$ cat src/hw/rtl/fuzzy_subsequence_scorer_unit_macros.svh
// Assertion macros shared by the fuzzy subsequence scorer RTL.
// Each macro expects clk_i and rst_ni to be visible where it is used.
`ifndef FUZZY_SUBSEQUENCE_SCORER_UNIT_MACROS_SVH
`define FUZZY_SUBSEQUENCE_SCORER_UNIT_MACROS_SVH

// Plain property checked on every rising clock edge outside reset.
`define FSS_ASSERT(lbl, prop, msg) \
  lbl: assert property (@(posedge clk_i) disable iff (!rst_ni) (prop)) else $error(msg);

// Implication from an antecedent to a consequent in the following cycle.
`define FSS_ASSERT_NEXT(lbl, ante, cons, msg) \
  lbl: assert property (@(posedge clk_i) disable iff (!rst_ni) (ante) |=> (cons)) \
    else $error(msg);

`endif

$ cat src/hw/rtl/fss_pkg.sv
`timescale 1ns / 1ps
// Package for the fuzzy subsequence scorer: request codes, character
// constants, case folding and separator detection. No dependencies.
package fss_pkg;

  localparam int QUERY_MAX_DEF = 32;
  localparam int TEXT_MAX_DEF  = 4096;
  localparam int CHAR_W        = 16;
  localparam int SCORE_W       = 14;
  localparam int SCORE_MAX     = 8191;
  localparam int SCORE_MIN     = -8192;
  localparam int ADJ_BONUS     = 2;
  localparam int SEP_BONUS     = 3;
  localparam int TAIL_SHIFT    = 2;

  typedef enum logic [1:0] {
    OP_CLEAR  = 2'd0,
    OP_APPEND = 2'd1,
    OP_TEXT   = 2'd2
  } op_e;

  localparam logic [CHAR_W-1:0] CH_SPACE     = 16'h0020;
  localparam logic [CHAR_W-1:0] CH_SLASH     = 16'h002F;
  localparam logic [CHAR_W-1:0] CH_BACKSLASH = 16'h005C;
  localparam logic [CHAR_W-1:0] CH_COLON     = 16'h003A;
  localparam logic [CHAR_W-1:0] CH_HYPHEN    = 16'h002D;
  localparam logic [CHAR_W-1:0] CH_UPPER_A   = 16'h0041;
  localparam logic [CHAR_W-1:0] CH_UPPER_Z   = 16'h005A;
  localparam logic [CHAR_W-1:0] CASE_OFFSET  = 16'h0020;

  // Only the ASCII capitals fold to lower case.
  function automatic logic [CHAR_W-1:0] fold(input logic [CHAR_W-1:0] c);
    logic [CHAR_W-1:0] r;
    r = c;
    if (c >= CH_UPPER_A && c <= CH_UPPER_Z) begin
      r = c + CASE_OFFSET;
    end
    return r;
  endfunction

  function automatic logic is_sep(input logic [CHAR_W-1:0] c);
    return (c == CH_SPACE) || (c == CH_SLASH) || (c == CH_BACKSLASH) ||
           (c == CH_COLON) || (c == CH_HYPHEN);
  endfunction

endpackage

$ cat src/hw/rtl/fss_qram.sv
`timescale 1ns / 1ps
// Query character store: one write port, one synchronous read port with
// write-to-read forwarding. Uses fss_pkg for the character width.
module fss_qram #(
  parameter int QueryMax = fss_pkg::QUERY_MAX_DEF,
  localparam int AddrW   = (QueryMax > 1) ? $clog2(QueryMax) : 1
) (
  input  logic                      clk_i,
  input  logic                      we_i,
  input  logic [AddrW-1:0]          waddr_i,
  input  logic [fss_pkg::CHAR_W-1:0] wdata_i,
  input  logic [AddrW-1:0]          raddr_i,
  output logic [fss_pkg::CHAR_W-1:0] rdata_o
);

  logic [fss_pkg::CHAR_W-1:0] mem_q [QueryMax];
  logic [fss_pkg::CHAR_W-1:0] rdata_q;

  always_ff @(posedge clk_i) begin
    if (we_i) begin
      mem_q[waddr_i] <= wdata_i;
    end
  end

  // A write to the entry being read this cycle is passed straight through.
  always_ff @(posedge clk_i) begin
    if (we_i && (waddr_i == raddr_i)) begin
      rdata_q <= wdata_i;
    end else begin
      rdata_q <= mem_q[raddr_i];
    end
  end

  assign rdata_o = rdata_q;

endmodule

$ cat src/hw/rtl/fuzzy_subsequence_scorer_unit.sv
`timescale 1ns / 1ps
// Fuzzy subsequence scorer, top level. Depends on fss_pkg, fss_qram and the
// assertion macro header.
//
// Usage: every request on the input channel carries op_i, ch_i and last_i.
// A clear request empties the query and abandons any text in progress, an
// append request adds one case-folded character to the query, and a text
// request feeds one text character. A text request with last_i set ends the
// text and produces exactly one result on the output channel: matched_o,
// a signed 14-bit score_o (lower is better, zero when nothing matched) and
// overflow_o, which flags a text or query that ran past its bound.
// Throughput is one request per cycle in any mix of ops while the output
// is not stalled. The rate is held by the query store read loop: the store
// is read at the next match index every cycle, so its read latency is hidden.
// The result appears in the output register on the cycle after the final
// text request is accepted. While a result waits in the output register and
// the receiver stalls, the result holds there and in_stall_o follows
// out_stall_i, so every request waits, whatever its op.
// Reset empties the query and the text state; no clearing pass is needed.
`include "fuzzy_subsequence_scorer_unit_macros.svh"

module fuzzy_subsequence_scorer_unit #(
  parameter int QueryMax = fss_pkg::QUERY_MAX_DEF,
  parameter int TextMax  = fss_pkg::TEXT_MAX_DEF
) (
  input  logic                        clk_i,
  input  logic                        rst_ni,
  input  logic                        in_valid_i,
  output logic                        in_stall_o,
  input  logic [1:0]                  op_i,
  input  logic [fss_pkg::CHAR_W-1:0]  ch_i,
  input  logic                        last_i,
  output logic                        out_valid_o,
  input  logic                        out_stall_i,
  output logic                        matched_o,
  output logic signed [fss_pkg::SCORE_W-1:0] score_o,
  output logic                        overflow_o
);

  localparam int AddrW = (QueryMax > 1) ? $clog2(QueryMax) : 1;
  localparam int QlW   = $clog2(QueryMax + 1);
  localparam int PosW  = $clog2(TextMax + 1);
  localparam int DifW  = (PosW > QlW) ? PosW : QlW;
  localparam int SumW  = ((PosW + 1 > fss_pkg::SCORE_W) ? PosW + 1 : fss_pkg::SCORE_W) + 2;
  localparam int ScW   = fss_pkg::SCORE_W;

  localparam logic [QlW-1:0]  QueryMaxC = QlW'(QueryMax);
  localparam logic [PosW-1:0] TextMaxC  = PosW'(TextMax);
  localparam logic signed [SumW-1:0] SatHi = SumW'(fss_pkg::SCORE_MAX);
  localparam logic signed [SumW-1:0] SatLo = SumW'(fss_pkg::SCORE_MIN);
  localparam logic signed [SumW-1:0] AdjC  = SumW'(fss_pkg::ADJ_BONUS);
  localparam logic signed [SumW-1:0] SepC  = SumW'(fss_pkg::SEP_BONUS);

  // Query side state.
  logic [QlW-1:0]  qlen_q, qlen_d;
  logic            qovf_q, qovf_d;
  // Text side state. gap_start always equals the last match position plus
  // one once a match exists, so it also serves the adjacency test.
  logic [QlW-1:0]  midx_q, midx_d;
  logic [PosW-1:0] tpos_q, tpos_d;
  logic [PosW-1:0] gap_q, gap_d;
  logic            lmv_q, lmv_d;
  logic signed [ScW-1:0] sum_q, sum_d;
  logic            psep_q, psep_d;
  logic            tovf_q, tovf_d;
  // Output register.
  logic            ovalid_q, ovalid_d;
  logic            omatch_q, omatch_d;
  logic signed [ScW-1:0] oscore_q, oscore_d;
  logic            oovf_q, oovf_d;

  // Query store ports.
  logic                       we;
  logic [AddrW-1:0]           waddr;
  logic [fss_pkg::CHAR_W-1:0] wdata;
  logic [AddrW-1:0]           raddr;
  logic [fss_pkg::CHAR_W-1:0] qchar;

  logic                       acc;
  logic [fss_pkg::CHAR_W-1:0] fch;
  logic                       hit;
  logic [PosW-1:0]            gap_len;
  logic signed [SumW-1:0]     step_raw;
  logic signed [ScW-1:0]      step_sum;
  logic [QlW-1:0]             end_midx;
  logic [PosW-1:0]            end_tpos;
  logic signed [ScW-1:0]      end_sum;
  logic                       end_tovf;
  logic [DifW-1:0]            tail_len;
  logic signed [SumW-1:0]     fin_raw;
  logic signed [ScW-1:0]      fin_sat;
  logic                       fin_match;

  assign acc        = in_valid_i && !in_stall_o;
  assign in_stall_o = ovalid_q && out_stall_i;

  fss_qram #(
    .QueryMax(QueryMax)
  ) u_qram (
    .clk_i  (clk_i),
    .we_i   (we),
    .waddr_i(waddr),
    .wdata_i(wdata),
    .raddr_i(raddr),
    .rdata_o(qchar)
  );

  // The store always reads the entry at the next match index, so qchar
  // holds the query character that the current match index points at.
  assign raddr = (midx_d < QueryMaxC) ? midx_d[AddrW-1:0] : '0;
  assign waddr = qlen_q[AddrW-1:0];
  assign wdata = fss_pkg::fold(ch_i);

  // One text character: compare against the pending query character and
  // fold the gap and the bonuses into the running sum with saturation.
  assign fch      = fss_pkg::fold(ch_i);
  assign hit      = (midx_q < qlen_q) && (fch == qchar);
  assign gap_len  = tpos_q - gap_q;
  assign step_raw = SumW'(sum_q) + SumW'(gap_len)
                  - ((lmv_q && (gap_len == '0)) ? AdjC : '0)
                  - (psep_q ? SepC : '0);
  assign step_sum = (step_raw > SatHi) ? ScW'(SatHi) :
                    (step_raw < SatLo) ? ScW'(SatLo) : ScW'(step_raw);

  // Text state as it stands after this character, before any restart.
  always_comb begin
    end_midx = midx_q;
    end_tpos = tpos_q;
    end_sum  = sum_q;
    end_tovf = tovf_q;
    if (tpos_q < TextMaxC) begin
      end_tpos = tpos_q + PosW'(1);
      if (hit) begin
        end_midx = midx_q + QlW'(1);
        end_sum  = step_sum;
      end
    end else begin
      end_tovf = 1'b1;
    end
  end

  // Final score: a full match implies the text is at least as long as the
  // query, so the length difference is never negative here.
  assign fin_match = (end_midx == qlen_q);
  assign tail_len  = DifW'(end_tpos) - DifW'(qlen_q);
  assign fin_raw   = SumW'(end_sum) + SumW'(tail_len >> fss_pkg::TAIL_SHIFT);
  assign fin_sat   = (fin_raw > SatHi) ? ScW'(SatHi) :
                     (fin_raw < SatLo) ? ScW'(SatLo) : ScW'(fin_raw);

  always_comb begin
    qlen_d   = qlen_q;
    qovf_d   = qovf_q;
    midx_d   = midx_q;
    tpos_d   = tpos_q;
    gap_d    = gap_q;
    lmv_d    = lmv_q;
    sum_d    = sum_q;
    psep_d   = psep_q;
    tovf_d   = tovf_q;
    we       = 1'b0;
    ovalid_d = ovalid_q && out_stall_i;
    omatch_d = omatch_q;
    oscore_d = oscore_q;
    oovf_d   = oovf_q;

    if (acc) begin
      case (op_i)
        fss_pkg::OP_CLEAR: begin
          qlen_d = '0;
          qovf_d = 1'b0;
          midx_d = '0;
          tpos_d = '0;
          gap_d  = '0;
          lmv_d  = 1'b0;
          sum_d  = '0;
          psep_d = 1'b1;
          tovf_d = 1'b0;
        end
        fss_pkg::OP_APPEND: begin
          if (qlen_q < QueryMaxC) begin
            we     = 1'b1;
            qlen_d = qlen_q + QlW'(1);
          end else begin
            qovf_d = 1'b1;
          end
        end
        fss_pkg::OP_TEXT: begin
          midx_d = end_midx;
          tpos_d = end_tpos;
          sum_d  = end_sum;
          tovf_d = end_tovf;
          if (tpos_q < TextMaxC) begin
            psep_d = fss_pkg::is_sep(fch);
            if (hit) begin
              gap_d = tpos_q + PosW'(1);
              lmv_d = 1'b1;
            end
          end
          if (last_i) begin
            ovalid_d = 1'b1;
            omatch_d = (qlen_q == '0) || fin_match;
            oscore_d = ((qlen_q != '0) && fin_match) ? fin_sat : '0;
            oovf_d   = end_tovf || qovf_q;
            // The text side restarts once its result is captured.
            midx_d = '0;
            tpos_d = '0;
            gap_d  = '0;
            lmv_d  = 1'b0;
            sum_d  = '0;
            psep_d = 1'b1;
            tovf_d = 1'b0;
          end
        end
        default: begin
          // The unused code is accepted and changes nothing.
        end
      endcase
    end
  end

  always_ff @(posedge clk_i or negedge rst_ni) begin
    if (!rst_ni) begin
      qlen_q   <= '0;
      qovf_q   <= 1'b0;
      midx_q   <= '0;
      tpos_q   <= '0;
      gap_q    <= '0;
      lmv_q    <= 1'b0;
      sum_q    <= '0;
      psep_q   <= 1'b1;
      tovf_q   <= 1'b0;
      ovalid_q <= 1'b0;
    end else begin
      qlen_q   <= qlen_d;
      qovf_q   <= qovf_d;
      midx_q   <= midx_d;
      tpos_q   <= tpos_d;
      gap_q    <= gap_d;
      lmv_q    <= lmv_d;
      sum_q    <= sum_d;
      psep_q   <= psep_d;
      tovf_q   <= tovf_d;
      ovalid_q <= ovalid_d;
    end
  end

  always_ff @(posedge clk_i) begin
    omatch_q <= omatch_d;
    oscore_q <= oscore_d;
    oovf_q   <= oovf_d;
  end

  assign out_valid_o = ovalid_q;
  assign matched_o   = omatch_q;
  assign score_o     = oscore_q;
  assign overflow_o  = oovf_q;

  // The match index can never run past the stored query.
  `FSS_ASSERT(a_midx_bound, midx_q <= qlen_q, "match index beyond query length")
  // Positions stay within the text bound, and the gap start never leads.
  `FSS_ASSERT(a_pos_bound, (tpos_q <= TextMaxC) && (gap_q <= tpos_q),
              "text position or gap start out of range")
  // A new result enters only from an accepted final text character.
  `FSS_ASSERT_NEXT(a_res_src, !(acc && (op_i == fss_pkg::OP_TEXT) && last_i) && !out_stall_i,
                   !ovalid_q, "result appeared without a final text character")
  // A captured result clears the text side for the next text.
  `FSS_ASSERT_NEXT(a_restart, acc && (op_i == fss_pkg::OP_TEXT) && last_i,
                   (tpos_q == '0) && (midx_q == '0) && psep_q && !tovf_q,
                   "text state not restarted after a result")

endmodule
$ cat config.mk
export PLATFORM = sky130hd
export DESIGN_NAME = fuzzy_subsequence_scorer_unit
export DESIGN_NICKNAME = d
export VERILOG_FILES = /design/src/hw/rtl/fss_pkg.sv /design/src/hw/rtl/fss_qram.sv /design/src/hw/rtl/fuzzy_subsequence_scorer_unit.sv
export VERILOG_INCLUDE_DIRS = /design/src /design/src/hw/rtl
export SDC_FILE = /design/constraint.sdc
export NUM_CORES = 1
export LEC_CHECK = 0
export BUFFER_PORTS_ARGS = -buffer_cell sky130_fd_sc_hd__buf_2
export CAP_MARGIN = 5
export CELL_PAD_IN_SITES_DETAIL_PLACEMENT = 1
export CELL_PAD_IN_SITES_GLOBAL_PLACEMENT = 1
export CORE_MARGIN = 3
export CORE_UTILIZATION = 58
export DETAILED_ROUTE_END_ITERATION = 16
export GPL_ROUTABILITY_DRIVEN = 0
export GPL_TIMING_DRIVEN = 0
export MAX_ROUTING_LAYER = met4
export PLACE_DENSITY_LB_ADDON = 0.1
export SLEW_MARGIN = 20
export SYNTH_ARGS = -nofsm -noshare
export SYNTH_HDL_FRONTEND = slang
export SYNTH_SLANG_ARGS = --single-unit
$ cat constraint.sdc
create_clock -name clk_i -period 22.3 [get_ports clk_i]
set_clock_uncertainty 0.1 [all_clocks]
set_input_delay 4.46 -clock clk_i [delete_from_list [all_inputs] [get_ports clk_i]]
set_output_delay 4.46 -clock clk_i [all_outputs]
set_load 0.03 [all_outputs]
## Word level (Yosys, flattened, before mapping)

Memories as Yosys holds them, arrays and structs flattened. A register that Yosys moved wholly into a read port is not among the register bits.
Index checks and enable logic that the tools add are counted.

- Bits in registers: 73
- Bits in writable memories: 512
- Input bits: 23
- Output and inout bits: 18
- Memories: 1

Memory list:

| memory | words | bits a word | read ports | clocked after memory_dff | wr ports | line | RTL |
|---|---|---|---|---|---|---|---|
| u_qram.mem_q | 32 | 16 | 1 | 1 | 1 | fss_qram.sv:16 | `logic [fss_pkg::CHAR_W-1:0] mem_q [QueryMax];` |

- $add $sub $neg: 10
- Order comparisons: 10
- Eq/ne operators: 13
- Muxes and demuxes: 46
- Bitwise gates (word level): 1
- Reductions and logical operators: 26

Operators with widths:

| kind | count |
|---|---|
| 14-bit 2-to-1 mux | 6 |
| 13-bit 2-to-1 mux | 6 |
| 16-bit by 6-bit equality test with 1-bit output (second input constant) | 4 |
| 13-bit one-hot mux with 2 select lines | 2 |
| 6-bit 2-to-1 mux | 5 |
| 14-bit one-hot mux with 2 select lines | 1 |
| 6-bit one-hot mux with 2 select lines | 2 |
| 16-bit by 6-bit adder with 16-bit output (second input constant) | 1 |
| 16-bit equality test | 1 |
| 16-bit by 7-bit equality test with 1-bit output (second input constant) | 1 |
| 16-bit by 7-bit greater-or-equal comparator with 1-bit output (second input constant) | 1 |
| 16-bit by 14-bit > comparator with 1-bit output (second input constant) | 1 |
| 16-bit by 7-bit <= comparator with 1-bit output (second input constant) | 1 |
| 16-bit by 14-bit less-than comparator with 1-bit output (second input constant) | 1 |
| 1-bit 2-to-1 mux | 16 |
| 16-bit 2-to-1 mux | 1 |
| 15-bit by 3-bit subtractor with 16-bit output | 1 |
| 16-bit by 2-bit subtractor with 16-bit output | 1 |
| 14-bit by 12-bit adder with 15-bit output | 1 |
| 14-bit by 14-bit adder with 15-bit output | 1 |
| 15-bit by 14-bit > comparator with 1-bit output (second input constant) | 1 |
| 15-bit by 14-bit less-than comparator with 1-bit output (second input constant) | 1 |
| 13-bit by 1-bit adder with 13-bit output (second input constant) | 1 |
| 13-bit zero test | 1 |
| other kinds (26) | 48 |

## Logic depth before layout (Yosys ltp)

- Depth after elaboration: 15
- Depth in mapped cells: 41
- Mapped depth without buffers: 40

## Hierarchy

A second synthesis with hierarchy kept.

- Cell total of the unflattened synthesis: 1,925
- Area total of the unflattened synthesis: 27,010.9 um^2

By module, submodules not included:

| module | instances | cells each | area an instance (um^2) | sequential area each (um^2) |
|---|---|---|---|---|
| fss_qram | 1 | 1,132 | 20,314.5 | 15,474.8 |
| fuzzy_subsequence_scorer_unit | 1 | 793 | 6,696.4 | 1,908.1 |

## Worst setup path after synthesis

Ideal clock, no wire load.

- Path type: input port to flip-flop
- Start point: input port ch_i[15] (netlist name)
- End point: register oscore_q[11], in the netlist score_o[11] (data pin)
- Library setup time: 0.254 ns
- Arrival time: 9.870 ns
- Path slack: 12.076 ns
- Stages: 24
- Cell sequence: nor4_1 -> nand2_1 -> a2111oi_1 -> a21o_1 -> xnor2_1 -> nand4_1 -> nor4_4 -> nand4b_4 -> buf_6 -> buf_6 -> a21o_1 -> ha_1 -> a21o_1 -> a21oi_1 -> o21bai_1 -> a2111oi_0 -> o31ai_1 -> nor4_1 -> nor3_1 -> or2_2 -> a21o_1 -> and4_1 -> buf_2 -> a21o_1

- Cells in the longest elaborated chain, start to end: 11

RTL lines:

| what | line | RTL |
|---|---|---|
| from (decl) | fuzzy_subsequence_scorer_unit.sv:31 | `input logic [fss_pkg::CHAR_W-1:0] ch_i,` |
| 16-bit by 7-bit greater-or-equal comparator with 1-bit output or 16-bit by 7-bit <= comparator with 1-bit output (tied branches) | fss_pkg.sv:35 | `if (c >= CH_UPPER_A && c <= CH_UPPER_Z) begin` |
| 1-bit logical AND * | fss_pkg.sv:35 |  |
| 16-bit 2-to-1 mux * | fss_pkg.sv:35 |  |
| via fch, one bit | fuzzy_subsequence_scorer_unit.sv:80 | `logic [fss_pkg::CHAR_W-1:0] fch;` |
| 16-bit equality test * | fuzzy_subsequence_scorer_unit.sv:117 | `assign hit = (midx_q < qlen_q) && (fch == qchar);` |
| 1-bit logical AND * | fuzzy_subsequence_scorer_unit.sv:117 |  |
| 14-bit 2-to-1 mux | fuzzy_subsequence_scorer_unit.sv:133 | `if (hit) begin` |
| 14-bit 2-to-1 mux | fuzzy_subsequence_scorer_unit.sv:131 | `if (tpos_q < TextMaxC) begin` |
| 14-bit by 12-bit adder with 15-bit output | fuzzy_subsequence_scorer_unit.sv:146 | `assign fin_raw = SumW'(end_sum) + SumW'(tail_len >> fss_pkg::TAIL_SHIFT);` |
| 15-bit by 14-bit less-than comparator with 1-bit output | fuzzy_subsequence_scorer_unit.sv:148 | `(fin_raw < SatLo) ? ScW'(SatLo) : ScW'(fin_raw);` |
| 14-bit 2-to-1 mux | fuzzy_subsequence_scorer_unit.sv:148 |  |
| 13-bit 2-to-1 mux | fuzzy_subsequence_scorer_unit.sv:147 | `assign fin_sat = (fin_raw > SatHi) ? ScW'(SatHi) :` |
| to (signal assigned) | fuzzy_subsequence_scorer_unit.sv:249 | `oscore_q <= oscore_d;` |
| to (decl) | fuzzy_subsequence_scorer_unit.sv:69 | `logic signed [ScW-1:0] oscore_q, oscore_d;` |

The timed path passes the listed nets; every way through them passes the cells marked *.
A chain may end at the register's enable or synchronous reset.

## Worst setup path in the final report

- Start point: input port ch_i[0] (netlist name)
- End point: register oscore_q[11], in the netlist score_o[11] (data pin)

- Cells in the longest elaborated chain, start to end: 11

RTL lines:

| what | line |
|---|---|
| 16-bit by 7-bit greater-or-equal comparator with 1-bit output or 16-bit by 7-bit <= comparator with 1-bit output (tied branches) | fss_pkg.sv:35 |
| 1-bit logical AND | fss_pkg.sv:35 |
| 16-bit 2-to-1 mux * | fss_pkg.sv:35 |
| via fch, one bit | fuzzy_subsequence_scorer_unit.sv:80 |
| 16-bit equality test * | fuzzy_subsequence_scorer_unit.sv:117 |
| 1-bit logical AND * | fuzzy_subsequence_scorer_unit.sv:117 |
| 14-bit 2-to-1 mux | fuzzy_subsequence_scorer_unit.sv:133 |
| 14-bit 2-to-1 mux | fuzzy_subsequence_scorer_unit.sv:131 |
| 14-bit by 12-bit adder with 15-bit output | fuzzy_subsequence_scorer_unit.sv:146 |
| 15-bit by 14-bit less-than comparator with 1-bit output | fuzzy_subsequence_scorer_unit.sv:148 |
| 14-bit 2-to-1 mux | fuzzy_subsequence_scorer_unit.sv:148 |
| 13-bit 2-to-1 mux | fuzzy_subsequence_scorer_unit.sv:147 |

Marks and branches as above.

==> flow_summary.yaml <==
timing:
  rsz0062_at_grt: "no"
  fmax_mhz: 86.49
  maxSlewViolCount: 0
  post-route-period-util_pct: 51.85
  tightest_slew_ns: 1.166
  setup_tns_ns: 0
  relSlewSlack_pct: 22.24
  hold_viol: 0
  fin_crit_ns: 11.56
  final-setup-viol-count: 0
  fin_ws_ns: 10.74
pwr:
  power_density_nw_per_um2: 83.79
  power_uw: 2489
  p_leak_uw: 0.01013
  p_clk_share_pct: 39.2
  p_seq_share_pct: 49.0
  swShare_pct: 25.05
  internal_power_uw: 1865
  p_comb_share_pct: 11.8
  ir_drop_mv: 0.06543
  switchingPower_uw: 623.3
worst_setup_path:
  crit_top_cell: "a21o_1"
  cpPeakStageDelay_ns: 0.70
  crit_required_ns: 22.56
  crit_type: "in2reg"
  critPathLaunch: "ch_i[0]"
  r2r-start: "tpos_q[0]"
  startpoint_type: "input pin"
  cp_max_fo: 37
  critPathCaptureType: "register"
  slowest_stage: "a21o_2"
  cp_cell_sequence: "buf_2 -> nor2_1 -> a2111oi_1 -> a21o_2 -> xnor2_1 -> nand4_1 -> nor4_4 -> nand4b_4 -> buf_6 -> buf_6 -> a21o_1 -> ha_1 -> a21o_1 -> a21oi_1 -> o21bai_1 -> a2111oi_0 -> o31ai_1 -> nor4_1 -> nor3_1 -> or2_2 -> a21o_1 -> and4_1 -> buf_2 -> a21o_1"
  crit_arrival_ns: 11.82
finish:
  nFillCells: 3981
  syn_to_final_growth_pct: 11.99
  final_nets: 1927
  drive_above_1_share_pct: 17.49
  multi_input_area_um2: 8647
  utilization_pct: 66.44
  seqCellArea_um2: 17380
  finalNonFillerCells: 2470
drt:
  first_pass_iters: 5
  dr.max_layer_used: "met4"
  finalWirelength_um: 83070
  num_vias: 16780
  dr_wl_met2_um: 41940
  drt.antenna.violating_nets: 0
  routed-wl-met3_um: 7733
  vias_per_cell: 6.793
  m1WireLength_um: 29150
  drc: 0
  post_drt_wl_per_cell_um: 33.63
  first_iter_violations: 1751
placement:
  place_ws_ns: 9.908
  portBuffers: 40
  dp_cells: 2364
  dp_hpwl_um: 53650
synth:
  ys_async_sr_fraction_pct: 9.661
  syn-num-nets: 1822
  syn_inst: 1726
  synth_area_per_cell_um2: 15.36
  synthFlopType: "edfxtp_1"
  ys_ff_latch: 590
  syn_area_um2: 26520
  ys_seq_area_share_pct: 65.55
  ys_warn_count: 0
  ys_types: 69
  synth_edf_count: 528
clock_tree:
  cts_inserted_buffers: 57
  ctsHoldBuffers: 0
  cts_tree: "built"
  clkSinkCount: 590
  cts.path.max_buffers: 3
  clkLatencyLatePin_ns: 0.64
  cts_setup_buffers: 0
  cts_root_buf: "clkbuf_16"
  clk_pin_slew_ns: 0.06
  cts_resized: 0
  htreeDepth: 2
die:
  io_pins: 41
  die_h_um: 219.8
  core_um2: 44700
  die_area_um2: 48320
  die_w_um: 219.8
  start_util_pct: 59.32
  core.rowCount: 77
global_routing:
  grt_pass1_vias: 17590
  overflow: 0
  grt_max_degree: 49
  grt.total_usage_pct: 36.24
  grt_antenna_before_repair: 3
  grt_first_pass_wirelength_um: 120500
min_path:
  holdCritStartpoint: "gap_q[11]"
  hold_path_class: "reg2reg"
flow_run:
  cap_violations: 0
status:
  status: "completed"
Yosys cell counts, types with 37 or more instances:
master / count / area, um2
nand2_1: 94 / 352.8
nand3_1: 45 / 225.2
mux4_2: 88 / 1982
clkbuf_1: 40 / 150.1
dfrtp_1: 56 / 1401
xor2_1: 37 / 324.1
nor2_1: 85 / 319.1
mux2i_1: 102 / 1021
ha_1: 67 / 838.3
xnor2_1: 50 / 437.9
inv_1: 79 / 296.5
o21ai_0: 58 / 290.3
edfxtp_1: 528 / 15860
through the flow:
| step | area [um2] | hold slack [ns] |
|---|---|---|
| after detailed placement | 27820 | 0.3724 |
| after global routing | 29700 | 0.4102 |
| final | 29700 | 0.3820 |
| after global placement | 27460 | 0.3643 |
| after floorplan | 26520 | 0.3485 |
| after CTS | 29680 | 0.3854 |
worst max-delay path, delay by kind of cell:
kind / cells / cell delay (ns)
xor gates and xnor gates: 1 / 0.32
AOI/OAI and AO/OA: 10 / 3.27
buffers and inverters: 4 / 1.19
adders and majority gates: 1 / 0.30
and+or+nand+nor: 8 / 2.22
kinds of logic after synthesis:
logic type | share of synthesized area, %
compound gates | 6.776
xor+xnor | 2.873
fa+ha+maj | 3.614
buf+inv | 2.737
flops | 65.55
mux | 11.75
simple gates | 6.700
per-layer routing:
layer	vias to the layer above	global-route usage, %
li1	6869	-
met1	8600	43.01
met2	1069	60.20
met3	240	8.136
met4	0	15.63
met5	-	-
flip-flops by register name, indices dropped and copies added (netlist names), 6 cells and up, named ones only:
signal / count
tpos_q: 13
score_o: 14
gap_q: 13
midx_q: 6
sum_q: 14
u_qram.mem_q: 512
qlen_q: 6
area by class of cell:
class | instances | share of cell area [%]
tap | 592 | 2.494
timing repair buffer | 46 | 1.104
antenna | 3 | 0.02528
inverter | 79 | 0.9985
clock buffer | 69 | 5.161
buffer | 78 | 1.487
multi-input combinational | 979 | 29.12
clock inverter | 34 | 1.083
sequential | 590 | 58.53
worst paths after layout:
check	endpoint	slack (ns)	depth (start not counted)
worst max-delay path	score_o[11]	10.74	24
worst min-delay path	gap_q[11]	0.38	2
worst max register to register	score_o[11]	11.61	40
worst min register to register	gap_q[11]	0.38	2
max in group asynchronous	psep_q	17.93	2
min in group asynchronous	qovf_q	3.58	1
power groups by stage:
stage                     Clock [uW]  Combinational [uW]  Sequential (uW)
after floorplan                    0                 194             1240
after global placement             0                 271             1240
after detailed placement           0                 288             1240
after CTS                        977                 290             1220
after global routing            1030                 324             1220
final                            976                 293             1220
cells in the final DEF (no fill, tap or decap), types with 37 or more instances in the layout:
cell	n
edfxtp_1	528
clkbuf_1	37
ha_1	67
nand3_1	45
mux2i_1	102
mux4_2	88
dfrtp_1	56
xnor2_1	50
nand2_1	94
buf_2	55
inv_1	79
o21ai_0	58
xor2_1	37
clkbuf_16	58
nor2_1	53
No activity file was read; power rests on OpenSTA's default activity.
